===== src/rpgs_pkg.sv =====
// Package for the row profile gap segmenter.
// Holds the shared field widths, constants, beat structs and the saturating run increment.
// Depends on nothing; every module of the block imports it.
package rpgs_pkg;

   localparam int PIXEL_W = 8;
   localparam int MARK_W  = 14;
   localparam int RUN_W   = 13;
   localparam int LIMIT_W = 12;

   localparam logic [PIXEL_W-1:0] WHITE_PIXEL = 8'd255;
   localparam logic [MARK_W-1:0]  PAD         = 14'd3;
   localparam logic [RUN_W-1:0]   RUN_MAX     = 13'd8191;
   localparam logic [LIMIT_W-1:0] LIMIT_RESET = 12'd10;

   typedef logic signed [MARK_W-1:0] mark_type;

   typedef struct packed {
      logic [PIXEL_W-1:0] pixel;
      logic               row_end;
      logic               image_end;
   } item_type;

   typedef struct packed {
      mark_type start_mark;
      mark_type end_mark;
   } mark_pair_type;

   function automatic logic [RUN_W-1:0] run_inc(input logic [RUN_W-1:0] v);
      run_inc = (v == RUN_MAX) ? v : v + 1'b1;
   endfunction

endpackage


===== src/rpgs_row_fsm.sv =====
// Row state machine of the row profile gap segmenter: white/black zone, run counters,
// row index, the gap limit register and the band mark arithmetic.
// Depends on rpgs_pkg.
module rpgs_row_fsm #(
   parameter int MAX_ROWS = 4096
) (
   input  logic                        clock,
   input  logic                        reset,
   input  logic                        csr_write_en,
   input  logic [rpgs_pkg::LIMIT_W-1:0] csr_write_data,
   input  logic                        item_valid,
   input  rpgs_pkg::item_type          item,
   input  logic                        buf_free,
   output logic                        fire,
   output logic                        push,
   output rpgs_pkg::mark_pair_type     pair
);
   import rpgs_pkg::*;

   localparam int ROW_W = $clog2(MAX_ROWS);
   localparam logic [ROW_W-1:0] ROW_LAST = ROW_W'(MAX_ROWS - 1);

   logic [LIMIT_W-1:0] limit_ff;
   logic               zone_ff, zone_in;
   logic [RUN_W-1:0]   black_ff, black_in;
   logic [RUN_W-1:0]   white_ff, white_in;
   logic [ROW_W-1:0]   row_ff, row_in;
   logic               all_white_ff, all_white_in;

   logic               white_now;
   logic               row_done;
   logic               over_limit;
   logic               emit;
   logic [MARK_W-1:0]  r14;

   generate
      if (ROW_W >= MARK_W) begin : g_row_trunc
         assign r14 = row_ff[MARK_W-1:0];
      end else begin : g_row_ext
         assign r14 = {{(MARK_W-ROW_W){1'b0}}, row_ff};
      end
   endgenerate

   assign white_now  = all_white_ff && (item.pixel == WHITE_PIXEL);
   assign row_done   = item.row_end || item.image_end;
   assign over_limit = white_ff > {1'b0, limit_ff};
   assign emit       = row_done && !zone_ff && white_now && (over_limit || item.image_end);
   assign fire       = item_valid && (!emit || buf_free);
   assign push       = fire && emit;

   // Marks wrap to 14 bits, so the subtraction is done at that width.
   always_comb begin
      pair.start_mark = mark_type'(r14 - {1'b0, black_ff} - PAD);
      if (over_limit) begin
         pair.end_mark = mark_type'(r14 - {2'b00, limit_ff} + PAD);
      end else begin
         pair.end_mark = mark_type'(r14 - {1'b0, white_ff} + PAD);
      end
   end

   always_comb begin
      zone_in      = zone_ff;
      black_in     = black_ff;
      white_in     = white_ff;
      row_in       = row_ff;
      all_white_in = white_now;
      if (row_done) begin
         if (zone_ff) begin
            if (white_now) begin
               white_in = run_inc(white_ff);
            end else begin
               black_in = RUN_W'(1);
               white_in = '0;
               zone_in  = 1'b0;
            end
         end else if (!white_now) begin
            white_in = '0;
            black_in = run_inc(black_ff);
         end else if (over_limit) begin
            black_in = '0;
            zone_in  = 1'b1;
         end else if (!item.image_end) begin
            black_in = run_inc(black_ff);
            white_in = run_inc(white_ff);
         end
         all_white_in = 1'b1;
         if (item.image_end) begin
            zone_in  = 1'b1;
            black_in = '0;
            white_in = '0;
            row_in   = '0;
         end else if (row_ff < ROW_LAST) begin
            row_in = row_ff + 1'b1;
         end
      end
   end

   always_ff @(posedge clock) begin
      if (reset) begin
         limit_ff     <= LIMIT_RESET;
         zone_ff      <= 1'b1;
         black_ff     <= '0;
         white_ff     <= '0;
         row_ff       <= '0;
         all_white_ff <= 1'b1;
      end else begin
         if (csr_write_en) begin
            limit_ff <= csr_write_data;
         end
         if (fire) begin
            zone_ff      <= zone_in;
            black_ff     <= black_in;
            white_ff     <= white_in;
            row_ff       <= row_in;
            all_white_ff <= all_white_in;
         end
      end
   end

`ifndef NO_ASSERTIONS
   a_image_end_clears: assert property (@(posedge clock) disable iff (reset)
      fire && item.image_end |=> zone_ff && all_white_ff && (row_ff == '0)
         && (black_ff == '0) && (white_ff == '0))
      else $error("state not cleared after image end");
   a_band_returns_white: assert property (@(posedge clock) disable iff (reset)
      push |=> zone_ff)
      else $error("band closed but zone stayed black");
   a_black_zone_has_run: assert property (@(posedge clock) disable iff (reset)
      !zone_ff |-> black_ff != '0)
      else $error("black zone with empty black run");
`endif

endmodule


===== src/rpgs_mark_buffer.sv =====
// Result buffer of the row profile gap segmenter: holds one start/end mark pair and
// hands it out as two beats. Depends on rpgs_pkg.
module rpgs_mark_buffer (
   input  logic                    clock,
   input  logic                    reset,
   input  logic                    push,
   input  rpgs_pkg::mark_pair_type pair,
   output logic                    buf_free,
   output logic                    rsp_valid,
   input  logic                    rsp_ready,
   output rpgs_pkg::mark_type      rsp_mark_row,
   output logic                    rsp_is_band_end
);
   import rpgs_pkg::*;

   logic [1:0]    cnt_ff, cnt_in;
   mark_pair_type pair_ff;
   logic          pop;

   assign rsp_valid       = cnt_ff != 2'd0;
   assign pop             = rsp_valid && rsp_ready;
   assign buf_free        = (cnt_ff == 2'd0) || ((cnt_ff == 2'd1) && rsp_ready);
   assign rsp_mark_row    = (cnt_ff == 2'd2) ? pair_ff.start_mark : pair_ff.end_mark;
   assign rsp_is_band_end = cnt_ff == 2'd1;

   always_comb begin
      if (push) begin
         cnt_in = 2'd2;
      end else if (pop) begin
         cnt_in = cnt_ff - 2'd1;
      end else begin
         cnt_in = cnt_ff;
      end
   end

   always_ff @(posedge clock) begin
      if (reset) begin
         cnt_ff <= 2'd0;
      end else begin
         cnt_ff <= cnt_in;
      end
   end

   always_ff @(posedge clock) begin
      if (push) begin
         pair_ff <= pair;
      end
   end

`ifndef NO_ASSERTIONS
   a_cnt_range: assert property (@(posedge clock) disable iff (reset)
      cnt_ff != 2'd3)
      else $error("mark count out of range");
   a_push_when_free: assert property (@(posedge clock) disable iff (reset)
      push |-> buf_free)
      else $error("mark pair pushed over a pending pair");
   a_push_loads_pair: assert property (@(posedge clock) disable iff (reset)
      push |=> (cnt_ff == 2'd2) && !rsp_is_band_end)
      else $error("pushed pair not presented as start mark");
`endif

endmodule


===== src/row_profile_gap_segmenter.sv =====
// Top level of the row profile gap segmenter: input register, row state machine and
// mark pair buffer. Depends on rpgs_pkg, rpgs_row_fsm and rpgs_mark_buffer.
//
//   Channel   Ports                                          Direction
//   req       req_valid/ready, pixel, row_end, image_end     in,  one pixel per beat
//   rsp       rsp_valid/ready, mark_row, is_band_end         out, one band mark per beat
//   csr       csr_write_en, csr_write_data (gap limit)       in,  write only
//
// One pixel is taken per clock unless a closing row stalls. A pixel is held in the input
// register, and the row state is updated as it leaves; a closing band puts two marks into
// the result buffer; it shows the start mark in the next cycle, the end mark once it is taken.
// Pixels that close no band keep flowing while a mark pair waits; only a second closing
// row stalls, until the pending end mark is taken. Synchronous reset clears all control
// state and loads the gap limit with 10; no clearing pass is needed.
module row_profile_gap_segmenter #(
   parameter int MAX_ROWS = 4096
) (
   input  logic                         clock,
   input  logic                         reset,
   input  logic                         req_valid,
   output logic                         req_ready,
   input  logic [rpgs_pkg::PIXEL_W-1:0] req_pixel,
   input  logic                         req_row_end,
   input  logic                         req_image_end,
   output logic                         rsp_valid,
   input  logic                         rsp_ready,
   output rpgs_pkg::mark_type           rsp_mark_row,
   output logic                         rsp_is_band_end,
   input  logic                         csr_write_en,
   input  logic [rpgs_pkg::LIMIT_W-1:0] csr_write_data
);
   import rpgs_pkg::*;

   // Input register: holds one accepted pixel beat until the state machine consumes it.
   logic          in_valid_ff;
   item_type      item_ff;
   logic          fire;
   logic          push;
   logic          buf_free;
   mark_pair_type pair;
   logic          accept;

   // The input register is free when empty or when its beat is consumed this cycle.
   assign req_ready = !in_valid_ff || fire;
   assign accept    = req_valid && req_ready;

   always_ff @(posedge clock) begin
      if (reset) begin
         in_valid_ff <= 1'b0;
      end else if (accept) begin
         in_valid_ff <= 1'b1;
      end else if (fire) begin
         in_valid_ff <= 1'b0;
      end
   end

   always_ff @(posedge clock) begin
      if (accept) begin
         item_ff.pixel     <= req_pixel;
         item_ff.row_end   <= req_row_end;
         item_ff.image_end <= req_image_end;
      end
   end

   // Row closing logic: decides at each row end or image end whether a band is complete.
   rpgs_row_fsm #(
      .MAX_ROWS(MAX_ROWS)
   ) u_row_fsm (
      .clock          (clock),
      .reset          (reset),
      .csr_write_en   (csr_write_en),
      .csr_write_data (csr_write_data),
      .item_valid     (in_valid_ff),
      .item           (item_ff),
      .buf_free       (buf_free),
      .fire           (fire),
      .push           (push),
      .pair           (pair)
   );

   // Result side: the mark pair leaves as a start beat followed by an end beat.
   rpgs_mark_buffer u_mark_buffer (
      .clock           (clock),
      .reset           (reset),
      .push            (push),
      .pair            (pair),
      .buf_free        (buf_free),
      .rsp_valid       (rsp_valid),
      .rsp_ready       (rsp_ready),
      .rsp_mark_row    (rsp_mark_row),
      .rsp_is_band_end (rsp_is_band_end)
   );

`ifndef NO_ASSERTIONS
   a_fire_needs_item: assert property (@(posedge clock) disable iff (reset)
      fire |-> in_valid_ff)
      else $error("state machine consumed an empty input register");
   a_stall_keeps_item: assert property (@(posedge clock) disable iff (reset)
      in_valid_ff && !fire |=> in_valid_ff && $stable(item_ff))
      else $error("stalled pixel beat lost or changed");
   a_ready_when_empty: assert property (@(posedge clock) disable iff (reset)
      !in_valid_ff |-> req_ready)
      else $error("empty input register not ready");
`endif

endmodule


===== config.mk =====
export PLATFORM = sky130hd
export DESIGN_NAME = row_profile_gap_segmenter
export DESIGN_NICKNAME = d
export VERILOG_FILES = /design/src/rpgs_pkg.sv /design/src/rpgs_row_fsm.sv /design/src/rpgs_mark_buffer.sv /design/src/row_profile_gap_segmenter.sv
export SDC_FILE = /design/constraint.sdc
export NUM_CORES = 1
export LEC_CHECK = 0
export ABC_AREA = 1
export BUFFER_PORTS_ARGS = -buffer_cell sky130_fd_sc_hd__buf_2
export CAP_MARGIN = 10
export CORE_MARGIN = 2
export CORE_UTILIZATION = 65
export CTS_CLUSTER_DIAMETER = 40
export DETAILED_ROUTE_END_ITERATION = 10
export PLACE_DENSITY = 0.84
export SETUP_SLACK_MARGIN = 0.02
export SLEW_MARGIN = 10
export SYNTH_ARGS = -nofsm -noshare
export SYNTH_HDL_FRONTEND = slang
export SYNTH_SLANG_ARGS = --single-unit

===== constraint.sdc =====
create_clock -name clock -period 7.7 [get_ports clock]
set_input_delay 1.54 -clock clock [delete_from_list [all_inputs] [get_ports clock]]
set_output_delay 1.54 -clock clock [all_outputs]
set_load 0.01 [all_outputs]

==> flow_metrics.tcl <==
set metrics [dict create \
    outcome "complete, no violations" \
    grt.total_usage 0.2913 \
    worst_slack_ns 3.796 \
    period_share 0.5070 \
    cp.buffers_inverters 2 \
    cp-end-kind "output port" \
    worstPathArrival_ns 2.36 \
    dp_slack_ns 3.898 \
    ioPinCount 44 \
    yosys-top-cells-area "edfxtp_1 (16%), dfxtp_1 (15%), ha_1 (14%), nand2_1 (11%), inv_1 (7.7%)" \
    grt_pass1_vias 5588 \
    dieWidth_um 108.7 \
    rsz0062_at_grt "no" \
    ant_nets 0 \
    yosysWarningCount 0 \
    dieHeight_um 108.7 \
    antenna_found_initial 0 \
    power_leakage_nw 3.756 \
    wl_per_cell_um 13.96 \
    worst-slew-pin-transition_ns 1.017 \
    dp_hpwl_mm 12.49 \
    min_from "u_row_fsm.all_white_ff" \
    clockRootBuffer "clkbuf_8" \
    clk_path_buf_depth 2 \
    syn_inst 977 \
    cp_top_family "simple AND/OR/NAND/NOR gates" \
    globalplace.congestion 0.8903 \
    path_cells "ha_1 -> nand2_1 -> inv_1 -> nand3_1 -> nor2_1 -> nand2_1 -> nand2_1 -> nand2_2 -> nand2_2 -> and3_1 -> nand3_1 -> buf_2" \
    hold_buffers 0 \
    cpMostUsedCell "nand2_1" \
    hold_path.class "reg -> reg" \
    max_freq_mhz 256.2 \
    cts_tree "yes" \
    clkTransAtPathRegs_ns 0.09 \
    hold_viol_final 0 \
    synth_cell_types 48 \
    drt_iter0_drc 546 \
    cp_num_cells 12 \
    r2r_cells 14 \
    synth_top_area_frac 0.1601 \
    grt_overflow_total 0 \
    required_ns 6.16 \
    cts_buffers 9 \
    areaGrowthSynthToFinish_pct 6.827 \
    drv_cap 0 \
    power.density_nw_per_um2 187.6 \
    drc 0 \
    rows 38 \
    critical_path_class "reg -> out" \
    numPortBuffers 43 \
    dieArea_um2 11820 \
    skew_ns 0.009409 \
    postCtsSetupRepairBufs 0 \
    yosysTopAreaCell "edfxtp_1" \
    critPathMaxFanout 12 \
    diodes 0 \
    avgSynthCellArea_um2 7.297 \
    netlist_area_um2 7129 \
    slowest_stage "dfxtp_1" \
    holdPathStages 2 \
    seq_area_frac_synth 0.3145 \
    grt_max_degree 48 \
    synth_nets 1086 \
    finalMaxSlewViolations 0 \
    cts_max_level 3 \
    firstDrtPassIters 6 \
    drt-total-wl_mm 16.16 \
    max_stage_delay_ns 0.38 \
    start_kind "flip-flop" \
    core_area_um2 10790 \
    vdd_ir_drop_max_mv 0.1269 \
    fin_crit_ns 3.904 \
    worstSkewPairLatency_ns 0.37 \
    start_util 0.6606 \
    nNetsFinal 1122 \
    setup_viol 0 \
    drt-vias-per-instance 5.484 \
    drive_above_1_share 0.09627 \
    startpoint "u_row_fsm.white_ff[8]" \
    slew_headroom 0.3214 \
    final_cell_mix "nand2_1 (204), inv_1 (146), nor2_1 (142)" \
    clock_sinks 93 \
    ctsResizeCount 0 \
    setup_tns_ns 0 \
    r2r_start "u_row_fsm.white_ff[8]" \
    ys_seq_elements 93 \
    mostFrequentLayoutCell "nand2_1" \
    vias 6350 \
    grt_pass1_wl_mm 26.82 \
]
==> cell type report <==
type                    instances  area [um2]
flip-flops and latches         93        2242
inverters                     149       559.3
well taps                     140       175.2
repair buffers                 44       222.7
multi-input cells             716        4194
fillers                       890        3177
clock inverters                 6       85.08
clock buffers                  10       137.6
==> per-layer routing <==
metal / global-route usage / part of all wire
met1: 0.4045 / 0.46
met5: 0 / 0
met4: 0.1099 / 0.028
met3: 0.04244 / 0.064
met2: 0.4612 / 0.45
==> state kept, by name, indices dropped and copies added, names as in the netlist <==
register	count
u_mark_buffer.pair_ff	28
u_row_fsm.black_ff	13
u_row_fsm.white_ff	13
u_row_fsm.limit_ff	12
u_row_fsm.row_ff	12
item_ff	10
u_mark_buffer.cnt_ff	2
in_valid_ff	1
u_row_fsm.all_white_ff	1
u_row_fsm.zone_ff	1
==> synthesized netlist by cell type (all sizes together) <==
library cell / count
o21a: 1
o22ai: 4
nor3: 13
nor2: 148
dfxtp: 55
o21ai: 47
a211oi: 2
xor2: 26
a31oi: 1
a21o: 3
o211ai: 3
clkbuf: 8
nand4: 20
xnor2: 4
edfxtp: 38
and2: 3
o31ai: 1
o21bai: 4
a21boi: 1
ha: 79
mux2: 14
a21oi: 74
and3: 2
inv: 149
buf: 11
o221ai: 2
nand3b: 4
a221oi: 1
nand2: 209
fa: 3
nand3: 46
nor4: 1
==> worst reg2reg max path, cell delays in order, from the launching register on <==
cell and delay (ns):
dfxtp_1 0.44, ha_1 0.29, nand2_1 0.09, inv_1 0.05, nand2_1 0.06, nand2_1 0.05, a21oi_2 0.12, nand2_1 0.08
nand2_2 0.24, nand2_2 0.13, nand3_4 0.14, nand2_1 0.08, inv_1 0.08, nand2_1 0.13, inv_1 0.77
==> kinds of logic (layout without fill, tap and decap cells) <==
group | Yosys count | after routing | synth area share
simple gates | 446 | 446 | 0.2708
xor+xnor | 30 | 30 | 0.03791
compound gates | 144 | 144 | 0.1104
flops | 93 | 93 | 0.3145
mux | 14 | 14 | 0.02211
buf+inv | 168 | 209 | 0.09723
fa+ha+maj | 82 | 82 | 0.1471
==> metrics by stage <==
stage / cells / utilization / hold slack, ns / total power (W) / area (um2)
after floorplan: 977 / - / 0.4427 / 0.0009591 / 7129
after global placement: 1142 / 0.6850 / 0.4671 / 0.001049 / 7393
after detailed placement: 1142 / 0.6850 / 0.4718 / 0.001061 / 7393
after CTS: 1158 / 0.7057 / 0.4964 / 0.001428 / 7616
after global routing: 1158 / 0.7057 / 0.5113 / 0.001525 / 7616
final: 1158 / 0.7057 / 0.4931 / 0.001429 / 7616
==> power by group <==
group	switching (W)	internal, W	leakage (nW)
sequential	0.0000278	0.000555	0.802
clock	0.000178	0.000191	0.110
combinational	0.000299	0.000178	2.84
total	0.000505	0.000924	3.76
==> final timing paths <==
path | to | slack [ns]
setup reg to reg | u_mark_buffer.pair_ff[9] | 4.57
hold / removal | u_row_fsm.all_white_ff | 0.49
setup / recovery | req_ready | 3.80
hold reg to reg | u_row_fsm.all_white_ff | 0.49
Note: power is estimated with default switching activity, not from simulation.
